`src/dfr_pkg.sv`:
```
// ---------------------------------------------------------------------------
// dfr_pkg
// Shared types, register indexes and CRC byte-update functions for the
// sync/length/CRC framed packet deframer.
// ---------------------------------------------------------------------------
package dfr_pkg;

   localparam int unsigned CSR_INDEX_WIDTH = 3;
   localparam int unsigned CSR_DATA_WIDTH  = 16;

   typedef enum logic [CSR_INDEX_WIDTH-1:0] {
      CSR_SYNC_VALUE      = 3'd0,
      CSR_HEADER_CRC_POLY = 3'd1,
      CSR_HEADER_CRC_SEED = 3'd2,
      CSR_BODY_CRC_POLY   = 3'd3,
      CSR_BODY_CRC_SEED   = 3'd4
   } csr_index_type;

   localparam logic [7:0]  SYNC_VALUE_RESET      = 8'd170;
   localparam logic [7:0]  HEADER_CRC_POLY_RESET = 8'd55;
   localparam logic [7:0]  HEADER_CRC_SEED_RESET = 8'd66;
   localparam logic [15:0] BODY_CRC_POLY_RESET   = 16'd15717;
   localparam logic [15:0] BODY_CRC_SEED_RESET   = 16'd4919;

   typedef enum logic [2:0] {
      EV_DISCARD  = 3'd0,
      EV_HEADER   = 3'd1,
      EV_BAD_LEN  = 3'd2,
      EV_BAD_HCRC = 3'd3,
      EV_PAYLOAD  = 3'd4,
      EV_CRC_BYTE = 3'd5,
      EV_GOOD     = 3'd6,
      EV_BAD      = 3'd7
   } frame_event_type;

   // header byte count that marks the body phase
   localparam logic [1:0] HDR_IN_BODY = 2'd3;

   typedef struct packed {
      logic [7:0]  sync_value;
      logic [7:0]  header_crc_poly;
      logic [7:0]  header_crc_seed;
      logic [15:0] body_crc_poly;
      logic [15:0] body_crc_seed;
   } cfg_type;

   typedef struct packed {
      frame_event_type frame_event;
      logic [7:0]      data_byte;
      logic [7:0]      payload_index;
      logic [6:0]      payload_length;
   } result_type;

   function automatic logic [7:0] crc8_byte(input logic [7:0] crc,
                                            input logic [7:0] data,
                                            input logic [7:0] poly);
      logic [7:0] r;
      r = crc ^ data;
      for (int k = 0; k < 8; k++) begin
         r = r[7] ? ({r[6:0], 1'b0} ^ poly) : {r[6:0], 1'b0};
      end
      return r;
   endfunction

   function automatic logic [15:0] crc16_byte(input logic [15:0] crc,
                                              input logic [7:0]  data,
                                              input logic [15:0] poly);
      logic [15:0] r;
      r = crc ^ {data, 8'h00};
      for (int k = 0; k < 8; k++) begin
         r = r[15] ? ({r[14:0], 1'b0} ^ poly) : {r[14:0], 1'b0};
      end
      return r;
   endfunction

endpackage

```
`src/dfr_csr.sv`:
```
// ---------------------------------------------------------------------------
// dfr_csr
// Configuration registers: sync byte, CRC-8 and CRC-16 polynomials and seeds.
// ---------------------------------------------------------------------------
module dfr_csr import dfr_pkg::*; (
   input  logic                       clock,
   input  logic                       reset,
   input  logic                       csr_write_enable,
   input  logic [CSR_INDEX_WIDTH-1:0] csr_index,
   input  logic [CSR_DATA_WIDTH-1:0]  csr_write_data,
   output cfg_type                    cfg
);

   cfg_type cfg_ff;
   cfg_type cfg_in;

   always_comb begin
      cfg_in = cfg_ff;
      if (csr_write_enable) begin
         case (csr_index_type'(csr_index))
            CSR_SYNC_VALUE:      cfg_in.sync_value      = csr_write_data[7:0];
            CSR_HEADER_CRC_POLY: cfg_in.header_crc_poly = csr_write_data[7:0];
            CSR_HEADER_CRC_SEED: cfg_in.header_crc_seed = csr_write_data[7:0];
            CSR_BODY_CRC_POLY:   cfg_in.body_crc_poly   = csr_write_data;
            CSR_BODY_CRC_SEED:   cfg_in.body_crc_seed   = csr_write_data;
            default: ;
         endcase
      end
   end

   always_ff @(posedge clock) begin
      if (reset) begin
         cfg_ff.sync_value      <= SYNC_VALUE_RESET;
         cfg_ff.header_crc_poly <= HEADER_CRC_POLY_RESET;
         cfg_ff.header_crc_seed <= HEADER_CRC_SEED_RESET;
         cfg_ff.body_crc_poly   <= BODY_CRC_POLY_RESET;
         cfg_ff.body_crc_seed   <= BODY_CRC_SEED_RESET;
      end else begin
         cfg_ff <= cfg_in;
      end
   end

   assign cfg = cfg_ff;

endmodule

```
`src/dfr_core.sv`:
```
// ---------------------------------------------------------------------------
// dfr_core
// Frame tracking state and per-byte event decision, including the bytewise
// CRC-8 header check and CRC-16 body check.
// ---------------------------------------------------------------------------
module dfr_core import dfr_pkg::*; (
   input  logic       clock,
   input  logic       reset,
   input  cfg_type    cfg,
   input  logic       step,
   input  logic [7:0] rx_byte,
   output result_type result
);

   logic [1:0]  header_count_ff, header_count_in;
   logic [6:0]  frame_length_ff, frame_length_in;
   logic [7:0]  body_count_ff, body_count_in;
   logic [7:0]  header_crc_ff, header_crc_in;
   logic [15:0] body_crc_ff, body_crc_in;

   logic [7:0]  hcrc_base;
   logic [7:0]  hcrc_next;
   logic [15:0] bcrc_next;
   logic [8:0]  last_crc_index;

   assign hcrc_base      = (header_count_ff == 2'd0) ? cfg.header_crc_seed : header_crc_ff;
   assign hcrc_next      = crc8_byte(hcrc_base, rx_byte, cfg.header_crc_poly);
   assign bcrc_next      = crc16_byte(body_crc_ff, rx_byte, cfg.body_crc_poly);
   assign last_crc_index = {2'b00, frame_length_ff} + 9'd1;

   always_comb begin
      header_count_in       = header_count_ff;
      frame_length_in       = frame_length_ff;
      body_count_in         = body_count_ff;
      header_crc_in         = header_crc_ff;
      body_crc_in           = body_crc_ff;
      result.frame_event    = EV_DISCARD;
      result.data_byte      = rx_byte;
      result.payload_index  = 8'd0;
      result.payload_length = 7'd0;
      case (header_count_ff)
         2'd0: begin
            if (rx_byte == cfg.sync_value) begin
               header_crc_in      = hcrc_next;
               header_count_in    = 2'd1;
               result.frame_event = EV_HEADER;
            end
         end
         2'd1: begin
            if (rx_byte[7]) begin
               header_count_in    = 2'd0;
               frame_length_in    = 7'd0;
               result.frame_event = EV_BAD_LEN;
            end else begin
               header_crc_in      = hcrc_next;
               frame_length_in    = rx_byte[6:0];
               header_count_in    = 2'd2;
               result.frame_event = EV_HEADER;
            end
         end
         2'd2: begin
            header_crc_in = hcrc_next;
            if (hcrc_next != 8'd0) begin
               header_count_in    = 2'd0;
               frame_length_in    = 7'd0;
               result.frame_event = EV_BAD_HCRC;
            end else begin
               header_count_in    = HDR_IN_BODY;
               body_count_in      = 8'd0;
               body_crc_in        = cfg.body_crc_seed;
               result.frame_event = EV_HEADER;
            end
         end
         default: begin
            result.payload_index  = body_count_ff;
            result.payload_length = frame_length_ff;
            body_crc_in           = bcrc_next;
            body_count_in         = body_count_ff + 8'd1;
            if (body_count_ff < {1'b0, frame_length_ff}) begin
               result.frame_event = EV_PAYLOAD;
            end else if ({1'b0, body_count_ff} < last_crc_index) begin
               result.frame_event = EV_CRC_BYTE;
            end else begin
               result.frame_event = (bcrc_next == 16'd0) ? EV_GOOD : EV_BAD;
               header_count_in    = 2'd0;
               frame_length_in    = 7'd0;
               body_count_in      = 8'd0;
            end
         end
      endcase
   end

   always_ff @(posedge clock) begin
      if (reset) begin
         header_count_ff <= 2'd0;
         frame_length_ff <= 7'd0;
         body_count_ff   <= 8'd0;
      end else if (step) begin
         header_count_ff <= header_count_in;
         frame_length_ff <= frame_length_in;
         body_count_ff   <= body_count_in;
      end
   end

   always_ff @(posedge clock) begin
      if (step) begin
         header_crc_ff <= header_crc_in;
         body_crc_ff   <= body_crc_in;
      end
   end

endmodule

```
`src/crc_framed_packet_deframer.sv`:
```
// ---------------------------------------------------------------------------
// crc_framed_packet_deframer
// Byte-stream deframer: sync / length / CRC-8 header, CRC-16 trailer, one
// event per received byte.
//
//   channel  direction  handshake               payload
//   req      in         req_valid / req_stall   req_rx_byte
//   rsp      out        rsp_valid / rsp_stall   rsp_frame_event, rsp_data_byte,
//                                               rsp_payload_index,
//                                               rsp_payload_length
//   csr      in         csr_write_enable        csr_index, csr_write_data
//
// one byte per cycle sustained while rsp_stall is low; an accepted byte passes
// through the input register and then the result register before rsp_valid rises
// the bytewise crc update sits between the input and result registers
// synchronous reset clears frame state and loads register defaults
// rsp_stall holds the result register; req_stall rises only when both
// the input and result registers are full and rsp_stall is high
// ---------------------------------------------------------------------------
module crc_framed_packet_deframer import dfr_pkg::*; (
   input  logic                       clock,
   input  logic                       reset,
   input  logic                       req_valid,
   output logic                       req_stall,
   input  logic [7:0]                 req_rx_byte,
   output logic                       rsp_valid,
   input  logic                       rsp_stall,
   output logic [2:0]                 rsp_frame_event,
   output logic [7:0]                 rsp_data_byte,
   output logic [7:0]                 rsp_payload_index,
   output logic [6:0]                 rsp_payload_length,
   input  logic                       csr_write_enable,
   input  logic [CSR_INDEX_WIDTH-1:0] csr_index,
   input  logic [CSR_DATA_WIDTH-1:0]  csr_write_data
);

   cfg_type    cfg;
   result_type core_result;
   result_type result_ff;

   logic       in_valid_ff, in_valid_in;
   logic [7:0] in_byte_ff;
   logic       out_valid_ff, out_valid_in;
   logic       out_free;
   logic       core_step;
   logic       req_take;

   dfr_csr u_csr (
      .clock            (clock),
      .reset            (reset),
      .csr_write_enable (csr_write_enable),
      .csr_index        (csr_index),
      .csr_write_data   (csr_write_data),
      .cfg              (cfg)
   );

   dfr_core u_core (
      .clock   (clock),
      .reset   (reset),
      .cfg     (cfg),
      .step    (core_step),
      .rx_byte (in_byte_ff),
      .result  (core_result)
   );

   assign out_free  = !out_valid_ff || !rsp_stall;
   assign core_step = in_valid_ff && out_free;
   assign req_stall = in_valid_ff && !out_free;
   assign req_take  = req_valid && !req_stall;

   always_comb begin
      in_valid_in = in_valid_ff;
      if (req_take) begin
         in_valid_in = 1'b1;
      end else if (core_step) begin
         in_valid_in = 1'b0;
      end
      out_valid_in = out_valid_ff;
      if (core_step) begin
         out_valid_in = 1'b1;
      end else if (!rsp_stall) begin
         out_valid_in = 1'b0;
      end
   end

   always_ff @(posedge clock) begin
      if (reset) begin
         in_valid_ff  <= 1'b0;
         out_valid_ff <= 1'b0;
      end else begin
         in_valid_ff  <= in_valid_in;
         out_valid_ff <= out_valid_in;
      end
   end

   always_ff @(posedge clock) begin
      if (req_take) begin
         in_byte_ff <= req_rx_byte;
      end
      if (core_step) begin
         result_ff <= core_result;
      end
   end

   assign rsp_valid          = out_valid_ff;
   assign rsp_frame_event    = result_ff.frame_event;
   assign rsp_data_byte      = result_ff.data_byte;
   assign rsp_payload_index  = result_ff.payload_index;
   assign rsp_payload_length = result_ff.payload_length;

endmodule

```
`config.mk`:
```
export PLATFORM = sky130hd
export DESIGN_NAME = crc_framed_packet_deframer
export DESIGN_NICKNAME = d
export VERILOG_FILES = /design/src/dfr_pkg.sv /design/src/dfr_csr.sv /design/src/dfr_core.sv /design/src/crc_framed_packet_deframer.sv
export SDC_FILE = /design/constraint.sdc
export NUM_CORES = 1
export LEC_CHECK = 0
export ABC_CLOCK_PERIOD_IN_PS = 7000
export BUFFER_PORTS_ARGS = -buffer_cell sky130_fd_sc_hd__buf_2
export CORE_MARGIN = 2
export CORE_UTILIZATION = 55
export DETAILED_ROUTE_END_ITERATION = 8
export PLACE_DENSITY = 0.73
export REMOVE_ABC_BUFFERS = 1
export SYNTH_ARGS = -nofsm -noshare
export SYNTH_HDL_FRONTEND = slang
export SYNTH_HIERARCHICAL = 1
export SYNTH_SLANG_ARGS = --single-unit
```
`constraint.sdc`:
```
create_clock -name clock -period 7 [get_ports clock]
set_input_delay 1.4 -clock clock [delete_from_list [all_inputs] [get_ports clock]]
set_output_delay 1.4 -clock clock [all_outputs]
set_load 0.02 [all_outputs]
```
==> impl_results.md <==
- Post-synthesis compound-gate area fraction: between 10 and 15%
- Pre-CTS setup slack: 0.2732 ns
- Fill cell count: 1606
- Via density: ~6.0
- Syn avg cell area: 8.347 sq um
- GPL Wtd Cong: 0.9494
- Die footprint: approximately 20000 sq um
- Vias in the first global route: 8394
- Setup crit end kind: register
- Largest family of logic cells by synthesized area: simple AND/OR/NAND/NOR gates
- Async set-reset flop share out of synthesis: 0%
- Post-synth cell types: 85
- Total core area: 18640 sq um
- Cts hold-fix bufs: 0
- Layout cell share with drive strength beyond 1: 12.74%
- Leakage: 4.512 nW
- Power Internal: roughly 0.0019 W
- DPL Wire Length: ~19 mm
- Hold crit path type: reg2reg
- Critical path's largest stage delay: between 0.5 and 0.6 ns
- DIE HEIGHT: 141.5 um
- Adder-Cell Fraction of Synth Area: 2.408%
- Post-Route WL: around 28 mm
- CTS clk-pin slew, worst paths: about 0.06 ns
- Max cap viols: 0
- Critical path peak fanout: 11
- Post-Syn Area: 10390 sq um
- Power, Total: 0.002862 W
- Post-synth top cells: nand2_1 (191), xnor2_1 (133), nor2_1 (104)
- # setup viols final: 0
- Clock buffer depth: 2
- Switching Share: 35.29%
- Worst-path cell chain: inv_1, ha_1, buf_4, mux2i_4, xnor2_2, and3_1, or4_1, nand2_1, buf_4, nor2_1, o41ai_2, o21ai_0, a32oi_1, nand3_1, a2111oi_0, or3_1, nor3_1, a2111o_1, o21a_1, or4_1, a21boi_1
- Register share of total power: 31.1%
- Final worst slack: about 0.3 ns
- Critical Path Slowest Stage Cell: o41ai_2
- First-pass GRT wire length: between 40 and 50 mm
- Post-layout min period: 6.705 ns
- Area contributors post-synth: edfxtp_1 (17%), dfxtp_1 (14%), xnor2_1 (11%), nand2_1 (6.9%), mux2i_1 (6.6%)
- IO Count: 60
- Share of the synthesized area in the top cell type: 16.76%
- Final hold vios: 0
- Delay-heaviest family, CP: compound AO/OA/AOI/OAI gates
- Pre-antenna DRT Iters: 7
- Synth Area in Simple Gates: 23.07%
- Critical path depth: 21
- Synth Instances: about 1200
- Grt total ovfl: 0
- Latest clock arrival within the worst-skew pair: 0.43 ns
- Fmax: about 150 MHz
- Net switching power: 0.001010 W
- Largest net degree at the start of global routing: 100
- Port Buffers: 59
- Ant diodes: 0
- Initial antenna violation count: 0
- Total GRT Usage: between 20% and 30%
- Ratio of final minimum period to clock period: a little over nine tenths
- Clock Skews: 0.007962 ns
- Crit start category: register
- Iter 0 DRT Violations: between 900 and 1000
- Initial Util: 55.74%
- Power per cell area: ~250 nW/um^2
- Setup CP Type: reg2reg
- Combinational power share: 38.0%
- Die width: 141.5 um
- Clock share of power: 30.9%
- CTS buffer count: 17
- Count leader, synth: nand2_1
- Buf/Inv on CP: 3
- Worst slew margin: 23.79%
- Clock root buffer: clkbuf_16
- Post-Synth XOR/XNOR Area: 15.78%
- CTS sink cnt: 133
- Post-synthesis sequential area ratio: 31.21%
- H-Tree Depth: 4
- WL per Instance: between 15 and 20 um
- Worst Hold Depth: 2
- Post-synthesis register bit count: roughly 130
- Antenna Nets Post-Route: 0
- DRC: 0
- EDFF count, synth: between 50 and 60
- Peak supply drop: 130.3 uV
- Synth warn: 6
- Mux contribution to synthesized area: 7.886%
- Fin nets: around 1300
- Syn-to-layout area delta: 10.20%
- Std-Cell Rows: 50
- Arr. time, crit path: 7.06 ns
- Via count: 9093
- Primary FF master, synth: dfxtp_1
- Status: finished, final reports clean
- Area leader, netlist: edfxtp_1
- Cells on worst reg2reg path: 21
- CTS tree: done
- Worst-margin pin slew: 1.134 ns
- Critical Path RT: approximately 7.4 ns
- Slew Viols, Final: 0
-- worst reg2reg max path: cells and delay by family (launching register included) --
family	cells	cell delay (ns)
and+or+nand+nor	8	2.21
DFF	1	0.34
buffers and inverters	3	0.49
adders and majority gates	1	0.30
muxes	1	0.34
xor gates and xnor gates	1	0.20
AOI/OAI and AO/OA	7	2.75
-- state kept, by name, summed over array words and instances (netlist names), 7 cells and up --
register	count
u_csr/cfg	56
u_core/body_crc_ff	16
in_byte_ff	8
rsp_data_byte	8
rsp_payload_index	8
u_core/body_count_ff	8
u_core/header_crc_ff	8
rsp_payload_length	7
u_core/frame_length_ff	7
-- layout by cell type, fill, tap and decap left out, types with 4 or more instances in the layout --
cell type / instances
xor2_1: 34
o211ai_1: 14
inv_1: 28
mux2_2: 5
edfxtp_1: 58
nor3_1: 28
mux2i_1: 69
a21oi_1: 42
a21o_1: 6
or4_1: 7
a211o_1: 7
o31ai_1: 12
nand4b_1: 8
dfxtp_1: 75
inv_6: 4
o2111ai_1: 5
o21a_1: 6
nor4_1: 4
and2_1: 18
o211a_1: 4
clkbuf_16: 17
o21ai_0: 52
buf_2: 59
clkinvlp_4: 4
or3_1: 5
buf_4: 40
a32oi_1: 7
and3_1: 8
xnor3_1: 5
xnor2_1: 133
nand2b_1: 50
nand4_1: 15
nand2_1: 191
nand3_1: 24
a211oi_1: 8
nor2_1: 104
clkinv_1: 5
nor2b_1: 6
ha_1: 20
-- power by group through the flow --
stage	combinational, W	clock [W]	sequential (W)
final	0.00109	0.000884	0.000891
after global routing	0.00117	0.000921	0.000892
after CTS	0.00106	0.000893	0.000890
after detailed placement	0.00105	0	0.000907
after global placement	0.00104	0	0.000907
after floorplan	0.000769	0	0.000911
-- what timing repair did --
item	4_1_cts	5_1_grt
buffers inserted	0	2
endpoints found under the setup margin	0	29
resized for setup	0	6
-- cell type report --
cell class | count | area [sq um] | area share, %
Clock buffer | 18 | 429.2 | 3.747
Clock inverter | 14 | 152.6 | 1.333
Inverter | 33 | 123.9 | 1.082
Multi-Input combinational cell | 982 | 6615 | 57.76
Sequential cell | 133 | 3243 | 28.32
Tap cell | 234 | 292.8 | 2.557
Timing Repair Buffer | 99 | 595.6 | 5.200
-- kinds of logic (layout without fill, tap and decap cells) --
kind of cell             after synthesis  in the layout
flip-flops                           133            133
AND/OR/NAND/NOR                      495            495
adder cells (fa/ha/maj)               20             20
multiplexers                          78             78
buffers and inverters                130            164
AO/OA/AOI/OAI                        213            213
XOR/XNOR                             176            176
-- metal layers --
layer,share of wire (%),routed length (um),GRT usage (%)
met1,45,12470,37.56
met2,45,12260,43.18
met3,7.6,2087,4.691
met4,2.7,731,9.895
met5,0,0,0
-- final timing paths --
path | startpoint | to | slack (ns)
worst max register to register | u_core/header_count_ff[1] | u_core/body_count_ff[7] | 0.30
worst max-delay path | u_core/header_count_ff[1] | u_core/body_count_ff[7] | 0.30
worst min-delay path | u_csr/cfg[7] | u_csr/cfg[7] | 0.48
worst min register to register | u_csr/cfg[7] | u_csr/cfg[7] | 0.48
-- stage by stage --
stage	area, sq um	utilization [%]	hold slack [ns]	setup TNS [ns]	instances
final	11450	61.43	0.4766	0	1513
after global routing	11450	61.43	0.4928	-0.01087	1513
after floorplan	9926	-	0.4474	-9.037	1148
after detailed placement	10820	58.05	0.4626	0	1479
after CTS	11400	61.17	0.4755	0	1511
after global placement	10820	58.05	0.4608	0	1479
(Power assumes the default switching activity.)
